`src/rfss_pkg.sv`:
```
// Shared types and constants for the RF supply supervision timers.
`default_nettype none

package rfss_pkg;

    localparam int CFG_W       = 16;
    localparam int OFF_TIMER_W = 26;
    localparam int MS_W        = 10;
    localparam int SECONDS_W   = 32;
    localparam int FAN_STEP_W  = 6;
    localparam int DUTY_W      = 7;
    localparam int PHASE_W     = 9;
    localparam int CMD_W       = 3;
    localparam int PADDR_W     = 4;
    localparam int PDATA_W     = 32;
    localparam int REG_IDX_W   = 2;

    // Default timing figures.
    localparam int PWM_PERIOD_DEF       = 40;
    localparam int TICKS_PER_SECOND_DEF = 1000;
    localparam int FAN_STEP_TICKS_DEF   = 50;
    localparam int FAN_MAX_DUTY_DEF     = 90;

    // The duty cycle is given in percent.
    localparam int PWM_SCALE = 100;

    typedef enum logic [CMD_W-1:0] {
        CMD_MS_TICK        = 3'd0,
        CMD_PWM_TICK       = 3'd1,
        CMD_SET_SLOW_START = 3'd2,
        CMD_SET_SLOW_STOP  = 3'd3,
        CMD_SET_OFF_DELAY  = 3'd4,
        CMD_CLEAR_TIMEOUT  = 3'd5
    } t_command;

    typedef enum logic [REG_IDX_W-1:0] {
        REG_SLOW_START_DELAY    = 2'd0,
        REG_SLOW_STOP_DELAY     = 2'd1,
        REG_REFLECT_OFF_DELAY_S = 2'd2
    } t_reg_idx;

    typedef struct packed {
        logic [CMD_W-1:0] command;
        logic             flag_value;
        logic             rf_on;
    } t_cmd_item;

    typedef struct packed {
        logic [CFG_W-1:0]     slow_start_count;
        logic [CFG_W-1:0]     slow_stop_count;
        logic                 slow_start_enabled;
        logic                 slow_stop_enabled;
        logic                 off_delay_active;
        logic                 off_timeout;
        logic [SECONDS_W-1:0] rf_on_seconds;
        logic                 fan_ramp_done;
        logic [DUTY_W-1:0]    fan_duty;
        logic                 fan_pin;
    } t_result_item;

    // Register values as the timer core sees them; the off limit is already in ms ticks.
    typedef struct packed {
        logic [CFG_W-1:0]       slow_start_delay;
        logic [CFG_W-1:0]       slow_stop_delay;
        logic [OFF_TIMER_W-1:0] off_limit;
    } t_cfg;

endpackage

`default_nettype wire

```
`src/rfss_if.sv`:
```
// Valid/ready channel interfaces for command requests and result requests.
`default_nettype none

interface rfss_cmd_if;
    import rfss_pkg::*;

    logic      valid;
    logic      ready;
    t_cmd_item data;

    modport source (output valid, output data, input ready);
    modport sink (input valid, input data, output ready);
endinterface

interface rfss_res_if;
    import rfss_pkg::*;

    logic         valid;
    logic         ready;
    t_result_item data;

    modport source (output valid, output data, input ready);
    modport sink (input valid, input data, output ready);
endinterface

`default_nettype wire

```
`src/rfss_cfg_regs.sv`:
```
// APB-style configuration registers for the supervision timers.
`default_nettype none

module rfss_cfg_regs #(
    parameter int TICKS_PER_SECOND = rfss_pkg::TICKS_PER_SECOND_DEF
) (
    input  wire logic                         i_clk,
    input  wire logic                         i_rst_n,
    input  wire logic                         psel,
    input  wire logic                         penable,
    input  wire logic                         pwrite,
    input  wire logic [rfss_pkg::PADDR_W-1:0] paddr,
    input  wire logic [rfss_pkg::PDATA_W-1:0] pwdata,
    output logic      [rfss_pkg::PDATA_W-1:0] prdata,
    output logic                              pready,
    output rfss_pkg::t_cfg                    o_cfg
);
    import rfss_pkg::*;

    logic [CFG_W-1:0]       r_slow_start_delay;
    logic [CFG_W-1:0]       r_slow_stop_delay;
    logic [CFG_W-1:0]       r_reflect_off_delay_s;
    logic [OFF_TIMER_W-1:0] r_off_limit;
    logic                   w_write;
    t_reg_idx               w_idx;

    assign pready  = 1'b1;
    assign w_write = psel && penable && pwrite && pready;
    assign w_idx   = t_reg_idx'(paddr[REG_IDX_W+1:2]);

    // The off limit is converted to ms ticks when the register is written.
    always_ff @(posedge i_clk) begin
        if (!i_rst_n) begin
            r_slow_start_delay    <= '0;
            r_slow_stop_delay     <= '0;
            r_reflect_off_delay_s <= '0;
            r_off_limit           <= '0;
        end else if (w_write) begin
            unique case (w_idx)
                REG_SLOW_START_DELAY: begin
                    r_slow_start_delay <= pwdata[CFG_W-1:0];
                end
                REG_SLOW_STOP_DELAY: begin
                    r_slow_stop_delay <= pwdata[CFG_W-1:0];
                end
                REG_REFLECT_OFF_DELAY_S: begin
                    r_reflect_off_delay_s <= pwdata[CFG_W-1:0];
                    r_off_limit <= OFF_TIMER_W'(pwdata[CFG_W-1:0])
                                 * OFF_TIMER_W'(TICKS_PER_SECOND);
                end
                default: begin
                end
            endcase
        end
    end

    always_comb begin
        unique case (w_idx)
            REG_SLOW_START_DELAY:    prdata = PDATA_W'(r_slow_start_delay);
            REG_SLOW_STOP_DELAY:     prdata = PDATA_W'(r_slow_stop_delay);
            REG_REFLECT_OFF_DELAY_S: prdata = PDATA_W'(r_reflect_off_delay_s);
            default:                 prdata = '0;
        endcase
    end

    assign o_cfg.slow_start_delay = r_slow_start_delay;
    assign o_cfg.slow_stop_delay  = r_slow_stop_delay;
    assign o_cfg.off_limit        = r_off_limit;

endmodule

`default_nettype wire

```
`src/rfss_timer_core.sv`:
```
// Timer state and its single-pass update for one command request.
`default_nettype none

module rfss_timer_core #(
    parameter int PWM_PERIOD       = rfss_pkg::PWM_PERIOD_DEF,
    parameter int TICKS_PER_SECOND = rfss_pkg::TICKS_PER_SECOND_DEF,
    parameter int FAN_STEP_TICKS   = rfss_pkg::FAN_STEP_TICKS_DEF,
    parameter int FAN_MAX_DUTY     = rfss_pkg::FAN_MAX_DUTY_DEF
) (
    input  wire logic                i_clk,
    input  wire logic                i_rst_n,
    input  wire logic                i_fire,
    input  wire rfss_pkg::t_cmd_item i_item,
    input  wire rfss_pkg::t_cfg      i_cfg,
    output rfss_pkg::t_result_item   o_next
);
    import rfss_pkg::*;

    localparam int DUTY_DEPTH = 2 ** DUTY_W;

    logic                   r_start_flag, n_start_flag;
    logic                   r_stop_flag, n_stop_flag;
    logic                   r_off_flag, n_off_flag;
    logic                   r_timeout, n_timeout;
    logic [CFG_W-1:0]       r_start_timer, n_start_timer;
    logic [CFG_W-1:0]       r_stop_timer, n_stop_timer;
    logic [OFF_TIMER_W-1:0] r_off_timer, n_off_timer;
    logic [MS_W-1:0]        r_ms, n_ms;
    logic [SECONDS_W-1:0]   r_seconds, n_seconds;
    logic [FAN_STEP_W-1:0]  r_fan_step, n_fan_step;
    logic [DUTY_W-1:0]      r_duty, n_duty;
    logic                   r_ramp_done, n_ramp_done;
    logic [PHASE_W-1:0]     r_phase, n_phase;
    logic                   r_pin, n_pin;

    logic [PHASE_W-1:0]     w_thresh_tab [DUTY_DEPTH];
    logic [MS_W-1:0]        w_ms_inc;
    logic [OFF_TIMER_W-1:0] w_off_inc;
    logic [CFG_W:0]         w_start_inc;
    logic [FAN_STEP_W-1:0]  w_fan_inc;
    logic [DUTY_W-1:0]      w_duty_base;
    logic [PHASE_W-1:0]     w_phase_inc;

    // PWM match threshold for every duty value, built at elaboration.
    for (genvar d = 0; d < DUTY_DEPTH; d++) begin : g_thresh
        assign w_thresh_tab[d] = PHASE_W'((d * PWM_PERIOD) / PWM_SCALE);
    end

    assign w_ms_inc    = r_ms + 1'b1;
    assign w_off_inc   = r_off_timer + 1'b1;
    assign w_start_inc = {1'b0, r_start_timer} + 1'b1;
    assign w_fan_inc   = r_fan_step + 1'b1;
    assign w_phase_inc = r_phase + 1'b1;
    assign w_duty_base = (r_duty >= DUTY_W'(FAN_MAX_DUTY)) ? DUTY_W'(FAN_MAX_DUTY) : r_duty;

    always_comb begin
        n_start_flag  = r_start_flag;
        n_stop_flag   = r_stop_flag;
        n_off_flag    = r_off_flag;
        n_timeout     = r_timeout;
        n_start_timer = r_start_timer;
        n_stop_timer  = r_stop_timer;
        n_off_timer   = r_off_timer;
        n_ms          = r_ms;
        n_seconds     = r_seconds;
        n_fan_step    = r_fan_step;
        n_duty        = r_duty;
        n_ramp_done   = r_ramp_done;
        n_phase       = r_phase;
        n_pin         = r_pin;

        unique case (t_command'(i_item.command))
            CMD_MS_TICK: begin
                // RF-off clears the seconds count but leaves the ms phase where it is.
                if (i_item.rf_on) begin
                    if (w_ms_inc >= MS_W'(TICKS_PER_SECOND)) begin
                        n_ms      = '0;
                        n_seconds = r_seconds + 1'b1;
                    end else begin
                        n_ms = w_ms_inc;
                    end
                end else begin
                    n_seconds = '0;
                end

                if (r_off_flag) begin
                    n_off_timer = w_off_inc;
                    if (w_off_inc >= i_cfg.off_limit) begin
                        n_off_flag = 1'b0;
                        n_timeout  = 1'b1;
                    end
                end else begin
                    n_off_timer = '0;
                end

                if (r_start_flag) begin
                    if (w_start_inc >= {1'b0, i_cfg.slow_start_delay}) begin
                        n_start_timer = i_cfg.slow_start_delay;
                    end else begin
                        n_start_timer = w_start_inc[CFG_W-1:0];
                    end
                end else begin
                    n_start_timer = '0;
                end

                if (r_stop_flag) begin
                    if (r_stop_timer != '0) begin
                        n_stop_timer = r_stop_timer - 1'b1;
                    end
                end else begin
                    n_stop_timer = i_cfg.slow_stop_delay;
                end

                // Once at the maximum, the step still adds one, so the duty rests one above it.
                if (w_fan_inc >= FAN_STEP_W'(FAN_STEP_TICKS)) begin
                    n_fan_step = '0;
                    n_duty     = w_duty_base + 1'b1;
                    if (r_duty >= DUTY_W'(FAN_MAX_DUTY)) begin
                        n_ramp_done = 1'b1;
                    end
                end else begin
                    n_fan_step = w_fan_inc;
                end
            end
            CMD_PWM_TICK: begin
                if (w_phase_inc == w_thresh_tab[r_duty]) begin
                    n_phase = w_phase_inc;
                    n_pin   = 1'b1;
                end else if (w_phase_inc > PHASE_W'(PWM_PERIOD)) begin
                    n_phase = '0;
                    n_pin   = 1'b0;
                end else begin
                    n_phase = w_phase_inc;
                end
            end
            CMD_SET_SLOW_START: n_start_flag = i_item.flag_value;
            CMD_SET_SLOW_STOP:  n_stop_flag  = i_item.flag_value;
            CMD_SET_OFF_DELAY:  n_off_flag   = i_item.flag_value;
            CMD_CLEAR_TIMEOUT:  n_timeout    = 1'b0;
            default: begin
            end
        endcase
    end

    always_ff @(posedge i_clk) begin
        if (!i_rst_n) begin
            r_start_flag  <= 1'b0;
            r_stop_flag   <= 1'b0;
            r_off_flag    <= 1'b0;
            r_timeout     <= 1'b0;
            r_start_timer <= '0;
            r_stop_timer  <= '0;
            r_off_timer   <= '0;
            r_ms          <= '0;
            r_seconds     <= '0;
            r_fan_step    <= '0;
            r_duty        <= '0;
            r_ramp_done   <= 1'b0;
            r_phase       <= '0;
            r_pin         <= 1'b0;
        end else if (i_fire) begin
            r_start_flag  <= n_start_flag;
            r_stop_flag   <= n_stop_flag;
            r_off_flag    <= n_off_flag;
            r_timeout     <= n_timeout;
            r_start_timer <= n_start_timer;
            r_stop_timer  <= n_stop_timer;
            r_off_timer   <= n_off_timer;
            r_ms          <= n_ms;
            r_seconds     <= n_seconds;
            r_fan_step    <= n_fan_step;
            r_duty        <= n_duty;
            r_ramp_done   <= n_ramp_done;
            r_phase       <= n_phase;
            r_pin         <= n_pin;
        end
    end

    assign o_next.slow_start_count   = n_start_timer;
    assign o_next.slow_stop_count    = n_stop_timer;
    assign o_next.slow_start_enabled = n_start_flag;
    assign o_next.slow_stop_enabled  = n_stop_flag;
    assign o_next.off_delay_active   = n_off_flag;
    assign o_next.off_timeout        = n_timeout;
    assign o_next.rf_on_seconds      = n_seconds;
    assign o_next.fan_ramp_done      = n_ramp_done;
    assign o_next.fan_duty           = n_duty;
    assign o_next.fan_pin            = n_pin;

    a_duty_bound: assert property (@(posedge i_clk) disable iff (!i_rst_n)
        r_duty <= DUTY_W'(FAN_MAX_DUTY + 1))
        else $error("fan duty ran past its resting value");

    a_phase_bound: assert property (@(posedge i_clk) disable iff (!i_rst_n)
        r_phase <= PHASE_W'(PWM_PERIOD + 1))
        else $error("PWM phase ran past its period");

    a_timeout_on_tick: assert property (@(posedge i_clk) disable iff (!i_rst_n)
        $rose(r_timeout) |-> $past(i_fire && (i_item.command == CMD_MS_TICK)))
        else $error("timeout raised outside a millisecond tick");

    a_expiry_sets_timeout: assert property (@(posedge i_clk) disable iff (!i_rst_n)
        ($fell(r_off_flag) && $past(i_fire && (i_item.command == CMD_MS_TICK)))
        |-> r_timeout)
        else $error("off delay expired without raising timeout");

endmodule

`default_nettype wire

```
`src/rf_supply_supervision_timers_unit.sv`:
```
// A command request is taken into the input register; when the result register is empty
// or its result is taken, the core updates and the result waits in the result register.
// Throughput: one command per cycle while results are taken; the input and result
// registers let a new command enter while the previous result still waits to be taken.
// Reset (synchronous, active low) clears all timers, flags, config and both valid bits.
`default_nettype none

module rf_supply_supervision_timers_unit #(
    parameter int PWM_PERIOD       = rfss_pkg::PWM_PERIOD_DEF,
    parameter int TICKS_PER_SECOND = rfss_pkg::TICKS_PER_SECOND_DEF,
    parameter int FAN_STEP_TICKS   = rfss_pkg::FAN_STEP_TICKS_DEF,
    parameter int FAN_MAX_DUTY     = rfss_pkg::FAN_MAX_DUTY_DEF
) (
    input  wire logic                         i_clk,
    input  wire logic                         i_rst_n,
    rfss_cmd_if.sink                          i_cmd,
    rfss_res_if.source                        o_res,
    input  wire logic                         psel,
    input  wire logic                         penable,
    input  wire logic                         pwrite,
    input  wire logic [rfss_pkg::PADDR_W-1:0] paddr,
    input  wire logic [rfss_pkg::PDATA_W-1:0] pwdata,
    output logic      [rfss_pkg::PDATA_W-1:0] prdata,
    output logic                              pready
);
    import rfss_pkg::*;

    logic         r_in_valid;
    t_cmd_item    r_in_data;
    logic         r_out_valid;
    t_result_item r_out_data;
    logic         w_advance;
    logic         w_in_ready;
    t_cfg         w_cfg;
    t_result_item w_next;

    assign w_advance  = r_in_valid && (!r_out_valid || o_res.ready);
    assign w_in_ready = !r_in_valid || w_advance;

    assign i_cmd.ready = w_in_ready;
    assign o_res.valid = r_out_valid;
    assign o_res.data  = r_out_data;

    rfss_cfg_regs #(
        .TICKS_PER_SECOND (TICKS_PER_SECOND)
    ) u_cfg_regs (
        .i_clk   (i_clk),
        .i_rst_n (i_rst_n),
        .psel    (psel),
        .penable (penable),
        .pwrite  (pwrite),
        .paddr   (paddr),
        .pwdata  (pwdata),
        .prdata  (prdata),
        .pready  (pready),
        .o_cfg   (w_cfg)
    );

    rfss_timer_core #(
        .PWM_PERIOD       (PWM_PERIOD),
        .TICKS_PER_SECOND (TICKS_PER_SECOND),
        .FAN_STEP_TICKS   (FAN_STEP_TICKS),
        .FAN_MAX_DUTY     (FAN_MAX_DUTY)
    ) u_timer_core (
        .i_clk   (i_clk),
        .i_rst_n (i_rst_n),
        .i_fire  (w_advance),
        .i_item  (r_in_data),
        .i_cfg   (w_cfg),
        .o_next  (w_next)
    );

    always_ff @(posedge i_clk) begin
        if (!i_rst_n) begin
            r_in_valid  <= 1'b0;
            r_out_valid <= 1'b0;
        end else begin
            if (w_in_ready) begin
                r_in_valid <= i_cmd.valid;
            end
            if (w_advance) begin
                r_out_valid <= 1'b1;
            end else if (o_res.ready) begin
                r_out_valid <= 1'b0;
            end
        end
    end

    always_ff @(posedge i_clk) begin
        if (w_in_ready && i_cmd.valid) begin
            r_in_data <= i_cmd.data;
        end
        if (w_advance) begin
            r_out_data <= w_next;
        end
    end

endmodule

`default_nettype wire
```
`src/flat_wrapper.sv`:
```
// flat-port wrapper written by rule: the top's interface ports become plain ports
module rf_supply_supervision_timers_unit_flat import rfss_pkg::*;
#(
    parameter int PWM_PERIOD       = rfss_pkg::PWM_PERIOD_DEF,
    parameter int TICKS_PER_SECOND = rfss_pkg::TICKS_PER_SECOND_DEF,
    parameter int FAN_STEP_TICKS   = rfss_pkg::FAN_STEP_TICKS_DEF,
    parameter int FAN_MAX_DUTY     = rfss_pkg::FAN_MAX_DUTY_DEF
)
  (i_clk, i_rst_n, psel, penable, pwrite, paddr, pwdata, prdata, pready, i_cmd_valid, i_cmd_data, i_cmd_ready, o_res_valid, o_res_data, o_res_ready);
  rfss_cmd_if i_cmd_i ();
  rfss_res_if o_res_i ();
  input  wire logic i_clk;
  input  wire logic i_rst_n;
  input  wire logic psel;
  input  wire logic penable;
  input  wire logic pwrite;
  input  wire logic [rfss_pkg::PADDR_W-1:0] paddr;
  input  wire logic [rfss_pkg::PDATA_W-1:0] pwdata;
  output logic      [rfss_pkg::PDATA_W-1:0] prdata;
  output logic pready;
  input wire logic [$bits(i_cmd_i.valid)-1:0] i_cmd_valid;
  input wire logic [$bits(i_cmd_i.data)-1:0] i_cmd_data;
  output wire logic [$bits(i_cmd_i.ready)-1:0] i_cmd_ready;
  output wire logic [$bits(o_res_i.valid)-1:0] o_res_valid;
  output wire logic [$bits(o_res_i.data)-1:0] o_res_data;
  input wire logic [$bits(o_res_i.ready)-1:0] o_res_ready;
  assign i_cmd_i.valid = i_cmd_valid;
  assign i_cmd_i.data = i_cmd_data;
  assign i_cmd_ready = i_cmd_i.ready;
  assign o_res_valid = o_res_i.valid;
  assign o_res_data = o_res_i.data;
  assign o_res_i.ready = o_res_ready;
  rf_supply_supervision_timers_unit #(.PWM_PERIOD(PWM_PERIOD), .TICKS_PER_SECOND(TICKS_PER_SECOND), .FAN_STEP_TICKS(FAN_STEP_TICKS), .FAN_MAX_DUTY(FAN_MAX_DUTY)) u_core (.i_clk(i_clk), .i_rst_n(i_rst_n), .i_cmd(i_cmd_i), .o_res(o_res_i), .psel(psel), .penable(penable), .pwrite(pwrite), .paddr(paddr), .pwdata(pwdata), .prdata(prdata), .pready(pready));
endmodule
```
`config.mk`:
```
export PLATFORM = sky130hd
export DESIGN_NAME = rf_supply_supervision_timers_unit_flat
export DESIGN_NICKNAME = d
export VERILOG_FILES = /design/src/rfss_pkg.sv /design/src/rfss_if.sv /design/src/rfss_cfg_regs.sv /design/src/rfss_timer_core.sv /design/src/rf_supply_supervision_timers_unit.sv /design/src/flat_wrapper.sv
export SDC_FILE = /design/constraint.sdc
export NUM_CORES = 1
export LEC_CHECK = 0
export BUFFER_PORTS_ARGS = -buffer_cell sky130_fd_sc_hd__buf_2
export CAP_MARGIN = 30
export CELL_PAD_IN_SITES_DETAIL_PLACEMENT = 1
export CELL_PAD_IN_SITES_GLOBAL_PLACEMENT = 2
export CORE_MARGIN = 2
export CORE_UTILIZATION = 30
export CTS_CLUSTER_SIZE = 25
export DETAILED_ROUTE_END_ITERATION = 10
export HOLD_SLACK_MARGIN = 0.1
export MAX_ROUTING_LAYER = met4
export PLACE_DENSITY = 0.77
export SKIP_CTS_REPAIR_TIMING = 1
export SLEW_MARGIN = 20
export SYNTH_ARGS = -nofsm -noshare
export SYNTH_HDL_FRONTEND = slang
export SYNTH_SLANG_ARGS = --single-unit
```
`constraint.sdc`:
```
create_clock -name i_clk -period 6.4 [get_ports i_clk]
set_input_delay 1.28 -clock i_clk [delete_from_list [all_inputs] [get_ports i_clk]]
set_output_delay 1.28 -clock i_clk [all_outputs]
set_load 0.01 [all_outputs]
```
[Word-level counts from Yosys, hierarchy flattened]
Memory sizes are Yosys's and may differ from the RTL's.
Index checks and enable logic that the tools add are counted.
Word-level totals
  register bits after elaboration: 283
  ROM bits: 1152
  input port bits: 48
  output and inout bits: 112
  logic and storage cells: 113
  memories kept: 1
Cells by class
  add/sub/neg operators: 8
  multipliers: 1
  $lt $le $gt $ge: 7
  eq/ne operators: 8
  mux-type cells: 36
  bitwise logic cells: 1
  reductions and logical operators: 18
Memory list
  (no name shown): depth 128, width 9, rd ports 1, clocked after memory_dff 0, write ports 0, RTL line rfss_timer_core.sv:126  | if (w_phase_inc == w_thresh_tab[r_duty]) begin
Operators by type and width (count)
  $mux 16: 6
  $mux 32: 3
  $pmux 16 s3: 1
  $mux 9: 4
  $add 32x1->32 const B: 1
  $add 26x1->26 const B: 1
  $ge 26x26->1: 1
  $mux 26: 1
  $mul 16x7->23 const B: 1
  $mux 7: 3
  $add 16x1->17 const B: 1
  $ge 17x16->1: 1
  $reduce_bool 16->1: 1
  $sub 16x1->16 const B: 1
  $mux 1: 14
  $add 10x1->10 const B: 1
  $ge 10x10->1 const B: 1
  $mux 10: 1
  $reduce_and 2->1: 5
  $add 9x1->9 const B: 1
  $eq 9x9->1: 1
  $gt 9x6->1 const B: 1
  $ge 8x8->1 const B: 1
  $not 7->8: 1
  other kinds (18): 26

[Logic depth before layout (Yosys ltp)]
  word-level depth: 7
  depth in mapped cells: 18
  depth with buffers taken out: 17

[Hierarchy]
Synthesis repeated with hierarchy kept, for this count alone.
Second synthesis, totals
  cells, all modules: 2204
  area total of the unflattened synthesis: 18609.1 um2
By module, submodules not included
  rfss_timer_core: times used 1, cells each 1434, area an instance 10376.2 um2, sequential area each 2562.5 um2
  rfss_cfg_regs: times used 1, cells each 679, area an instance 5666.7 um2, sequential area each 1381.3 um2
  rf_supply_supervision_timers_unit: times used 1, cells each 91, area an instance 2566.2 um2, sequential area each 2502.4 um2

[Least setup slack after synthesis]
No wires, ideal clock.
  kind: input-to-reg
  from: input port pwdata[10] (netlist bit)
  to: register u_core.u_cfg_regs.r_off_limit[24]
  setup time: 0.063 ns
  data arrival time: 5.343 ns
  data required time: 6.337 ns
  setup slack: 0.995 ns
  stages: 16
  path buffers: 1
  path through: inv_1 fa_1 fa_1 inv_1 fa_1 inv_1 fa_1 inv_1 ha_1 clkbuf_1 and3_1 nand3_1 a31oi_1 o41ai_1 or4b_2 nand3_1
Between the ends
  cells in the longest elaborated chain, start to end: 1
Ends and longest elaborated chain
  start: declaration: RTL line flat_wrapper.sv:18  | input wire logic [rfss_pkg::PDATA_W-1:0] pwdata;
  $mul 16x7->23: RTL line rfss_cfg_regs.sv:49  | * OFF_TIMER_W'(TICKS_PER_SECOND);
  end signal: assignment: RTL line rfss_cfg_regs.sv:48  | r_off_limit <= OFF_TIMER_W'(pwdata[CFG_W-1:0])
  end: declaration: RTL line rfss_cfg_regs.sv:23  | logic [OFF_TIMER_W-1:0] r_off_limit;
No other way between the ends.
A chain may end at the register's enable or synchronous reset.

[Final worst setup path]
  from: input port pwdata[6] (netlist bit)
  to: register u_core.u_cfg_regs.r_off_limit[24]
The elaborated chain is that of the path after synthesis.

==> key figures <==
Status
  – Status: finished, final reports clean

Yosys
  – Post-synthesis sequential area ratio: 35.9%
  – Number of flip-flops and latches in the synthesized netlist: roughly 280
  – Predominant post-synthesis flop cell: sky130_fd_sc_hd__dfxtp_1
  – Mean post-synth cell area: roughly 8.4 um^2
  – Area fraction of the dominant cell type after synthesis: 22.2%
  – Netlist area before placement: 18000 um^2
  – Number of synthesized flops with an enable pin: 82
  – Most area-hungry cell type in the Yosys netlist: sky130_fd_sc_hd__dfxtp_1
  – Ranking of synthesized cells by area: sky130_fd_sc_hd__dfxtp_1, sky130_fd_sc_hd__edfxtp_1, sky130_fd_sc_hd__ha_1, sky130_fd_sc_hd__nand2_1, sky130_fd_sc_hd__fa_1
  – Number of distinct library cell variants in the gate-level netlist after synthesis: 73
  – Post-synthesis instance total: ~2100
  – Yosys warns: 0
  – FFs w/ async S/R, synth: 0%

Drt
  – Detailed-route wire length per cell: 17.6 um
  – DRC violations left: 0
  – Post-detailed-route count of antenna-violating nets: 0
  – Vias: 15501
  – Detailed-router iteration count before antenna repair: 4
  – WL final: 53.0 mm
  – Vias per Instance: between 5 and 6
  – Violation count after the first detailed-routing iteration: about 530

Finish
  – Area Overhead vs Synth: 13.4%
  – Post-layout nets: roughly 2400
  – Layout cell share with drive strength beyond 1: roughly a tenth
  – Final-layout fill cell count: 6987

Clock tree
  – Clock insertion delay at the later pin of the skew report: 550 ps
  – CTS tree: yes
  – Post-CTS clock slew at the launch and capture registers of the worst setup and hold paths: roughly 50 ps
  – H-tree lvl count: 2
  – Sinks on Clock Net: 281
  – Max Root-Sink Buffers: 3
  – Root buf cell: sky130_fd_sc_hd__clkbuf_16
  – Number of CTS-inserted buffers: 36

Die
  – Starting Density: 30.4%
  – Horizontal die dimension: 249 um
  – Number of rows in the core area: 89
  – Vertical die dimension: 249 um
  – Count of boundary I/O pins: 160
  – Standard cell core area: 59100 um^2
  – Die ar.: 61900 um^2

Critical path
  – R2R cell count: 15
  – Required time worst endpoint: 6880 ps
  – Worst path max stage delay: 620 ps
  – Crit path launch type: primary input
  – Kind of critical path: in2reg
  – Critical Path, Cell by Cell: buf_2, inv_1, fa_1, fa_1, fa_1, fa_1, inv_1, ha_1, and3_1, nor2_1, a21oi_1, nand3_1, a31oi_1, o41ai_1, or4b_2, nand3_1
  – Worst reg2reg endpoint: u_core.o_res.data[62]$_DFFE_PP_
  – Critical Path Slowest Stage Cell: sky130_fd_sc_hd__or4b_2
  – R2r startpoint: u_core.u_timer_core.r_start_timer[0]$_SDFFE_PN0P_
  – Signal arrival time at the worst endpoint: 6010 ps
  – Critical path peak fanout: 6
  – Library cell appearing most often on the critical path: sky130_fd_sc_hd__fa_1
  – Crit. End Element: register
  – R2r setup slk: 2360 ps

Power
  – Static leakage: 7.83 nW
  – Ratio of total power to cell area: 262 nW/um^2
  – Maximum VDD drop: around 0.00016 V

Global route
  – GRT Overall Usage: 17.7%
  – Total congestion overflow after global routing: 0
  – Global-route wire length before repair: between 80 and 90 mm
  – Maximum number of pins on one net before global-route repair: 100
  – Number of antenna violations at the first check in global routing: 1
  – Number of global-route vias before repair: 16464

STA
  – Setup repair after global routing missed its margin: false
  – Final-report hold violation count: 0
  – Largest clock skew in the final design: 24.0 ps
  – Actual transition at the worst max-transition pin: 928 ps
  – Final worst-path cycle share: between 80% and 90%
  – Count of endpoints failing setup in the final report: 0
  – Slack of the critical path: ~870 ps
  – Sum Neg Setup Slack: 0 ps
  – Min cycle time layout: 5530 ps
  – Slew Limit Fails: 0
  – Fmax: approximately 180 MHz
  – Relative slew slack: 38.0%

Placement
  – Quantity of I/O buffers inserted on ports: around 120
  – Final HPWL DP: 38.2 mm
  – Routability cong.: 0.823
  – Post-placement worst setup slack: 394 ps

Worst hold path
  – Worst hold endpoint: u_core.u_cfg_regs.r_off_limit[16]$_SDFFE_PN0P_
  – Worst hold start: u_core.u_cfg_regs.r_off_limit[16]$_SDFFE_PN0P_
  – HP Class: reg2reg
  – Cells on Worst Hold Path: 2

Run
  – Maxcap violations: 0
## logic make-up (layout without fill, tap and decap cells)
| kind of cell | count (synthesis) | after routing | synth area share [%] |
|---|---|---|---|
| muxes | 42 | 42 | 2.42 |
| and+or+nand+nor | 770 | 770 | 20.1 |
| adders and majority gates | 162 | 162 | 13.5 |
| other | 2 | 18 | 0.0418 |
| buffers and inverters | 268 | 346 | 5.98 |
| DFF | 281 | 281 | 35.9 |
| AOI/OAI and AO/OA | 497 | 497 | 16.5 |
| xor gates and xnor gates | 115 | 115 | 5.60 |
## final cells by class
type | count | area, um^2 | share of cell area (%)
Inverter | 138 | 523 | 2.57
Timing Repair Buffer | 144 | 796 | 3.90
Tap cell | 773 | 967 | 4.75
Sequential cell | 281 | 6450 | 31.6
Clock buffer | 52 | 1000 | 4.91
Clock inverter | 12 | 109 | 0.534
Multi-Input combinational cell | 1603 | 10500 | 51.7
Antenna cell | 1 | 2.50 | 0.0123
## cells in the mapped netlist (all sizes together), types with 18 or more instances
cell type / instances
a211oi: 22
a21o: 31
a21oi: 187
a31oi: 18
and3: 35
buf: 29
clkbuf: 101
dfxtp: 199
edfxtp: 82
fa: 54
ha: 108
inv: 135
mux2i: 39
nand2: 303
nand2b: 21
nand3: 64
nand4: 28
nor2: 179
nor3: 45
o21ai: 135
or3: 28
xnor2: 69
xor2: 46
## worst max path at each step
stage                     depth (start not counted)  slack, ps                                             end        from
after floorplan                                  16        990  u_core.u_cfg_regs.r_off_limit[24]$_SDFFE_PN0P_  pwdata[10]
after global placement                           16        490  u_core.u_cfg_regs.r_off_limit[24]$_SDFFE_PN0P_   pwdata[7]
after detailed placement                         16        390  u_core.u_cfg_regs.r_off_limit[24]$_SDFFE_PN0P_   pwdata[7]
after CTS                                        16        890  u_core.u_cfg_regs.r_off_limit[24]$_SDFFE_PN0P_   pwdata[6]
after global routing                             16        630  u_core.u_cfg_regs.r_off_limit[24]$_SDFFE_PN0P_   pwdata[6]
final                                            16        870  u_core.u_cfg_regs.r_off_limit[24]$_SDFFE_PN0P_   pwdata[6]
## stage by stage
step	std cells	power (mW)	instance area (um^2)	utilization (%)	hold slack [ps]
finish	3004	5.34	20400	34.5	452
global route	3004	5.71	20400	34.5	477
CTS	3003	5.45	20400	34.5	456
detailed placement	2939	3.46	19300	32.6	449
global placement	2937	3.43	19200	32.5	442
floorplan	2152	3.08	18000	-	431
## cell usage in the layout (no fill, tap or decap), types with 8 or more instances in the layout
master,count
sky130_fd_sc_hd__a21oi_1,187
sky130_fd_sc_hd__nor3_1,42
sky130_fd_sc_hd__clkbuf_16,36
sky130_fd_sc_hd__or3_1,28
sky130_fd_sc_hd__o21ai_0,135
sky130_fd_sc_hd__xnor2_1,69
sky130_fd_sc_hd__nand4_1,28
sky130_fd_sc_hd__xor2_1,46
sky130_fd_sc_hd__clkbuf_1,12
sky130_fd_sc_hd__buf_4,18
sky130_fd_sc_hd__fa_1,54
sky130_fd_sc_hd__nor2b_1,10
sky130_fd_sc_hd__a211oi_1,22
sky130_fd_sc_hd__and3_1,35
sky130_fd_sc_hd__edfxtp_1,82
sky130_fd_sc_hd__inv_1,133
sky130_fd_sc_hd__a21o_1,31
sky130_fd_sc_hd__a31oi_1,18
sky130_fd_sc_hd__dfxtp_1,199
sky130_fd_sc_hd__a22oi_1,16
sky130_fd_sc_hd__nand2_1,303
sky130_fd_sc_hd__conb_1,17
sky130_fd_sc_hd__nand3_1,63
sky130_fd_sc_hd__ha_1,108
sky130_fd_sc_hd__o22ai_1,10
sky130_fd_sc_hd__and2_1,10
sky130_fd_sc_hd__nor2_1,176
sky130_fd_sc_hd__o211ai_1,10
sky130_fd_sc_hd__mux2i_1,39
sky130_fd_sc_hd__a22o_1,8
sky130_fd_sc_hd__nand2b_1,21
sky130_fd_sc_hd__buf_2,124
## critical path: cells and delay by family
family / cells / cell delay (ps)
buf+inv: 3 / 470
compound gates: 3 / 650
fa+ha+maj: 5 / 2440
simple gates: 5 / 1150
## where the power goes
group          total, mW  leakage (nW)  switching [mW]  internal, mW
combinational       1.50          4.93           0.891         0.608
sequential          1.90          2.37          0.0311          1.87
clock               1.94         0.532           0.809          1.13
## flip-flops by register name (all words and copies together) (netlist names), 5 cells and up
register                                 cells
u_core.u_timer_core.r_start_timer           16
u_core.u_cfg_regs.r_off_limit               21
u_core.u_timer_core.r_ms                    10
u_core.u_timer_core.r_seconds               32
u_core.u_timer_core.r_duty                   7
u_core.u_cfg_regs.r_reflect_off_delay_s     16
u_core.u_cfg_regs.r_slow_start_delay        16
u_core.u_timer_core.r_stop_timer            16
u_core.r_in_data                             5
u_core.u_timer_core.r_off_timer             26
u_core.u_timer_core.r_fan_step               6
u_core.o_res.data                           77
u_core.u_cfg_regs.r_slow_stop_delay         16
u_core.u_timer_core.r_phase                  9
## per-layer routing
layer	share of wire [%]	global-route usage, %	wire, um
met3	3.1	2.34	1640
met5	0	-	0
met1	46	22.3	24500
met2	49	29.9	25800
met4	2.1	4.83	1090
No activity file was read; power rests on OpenSTA's default activity.
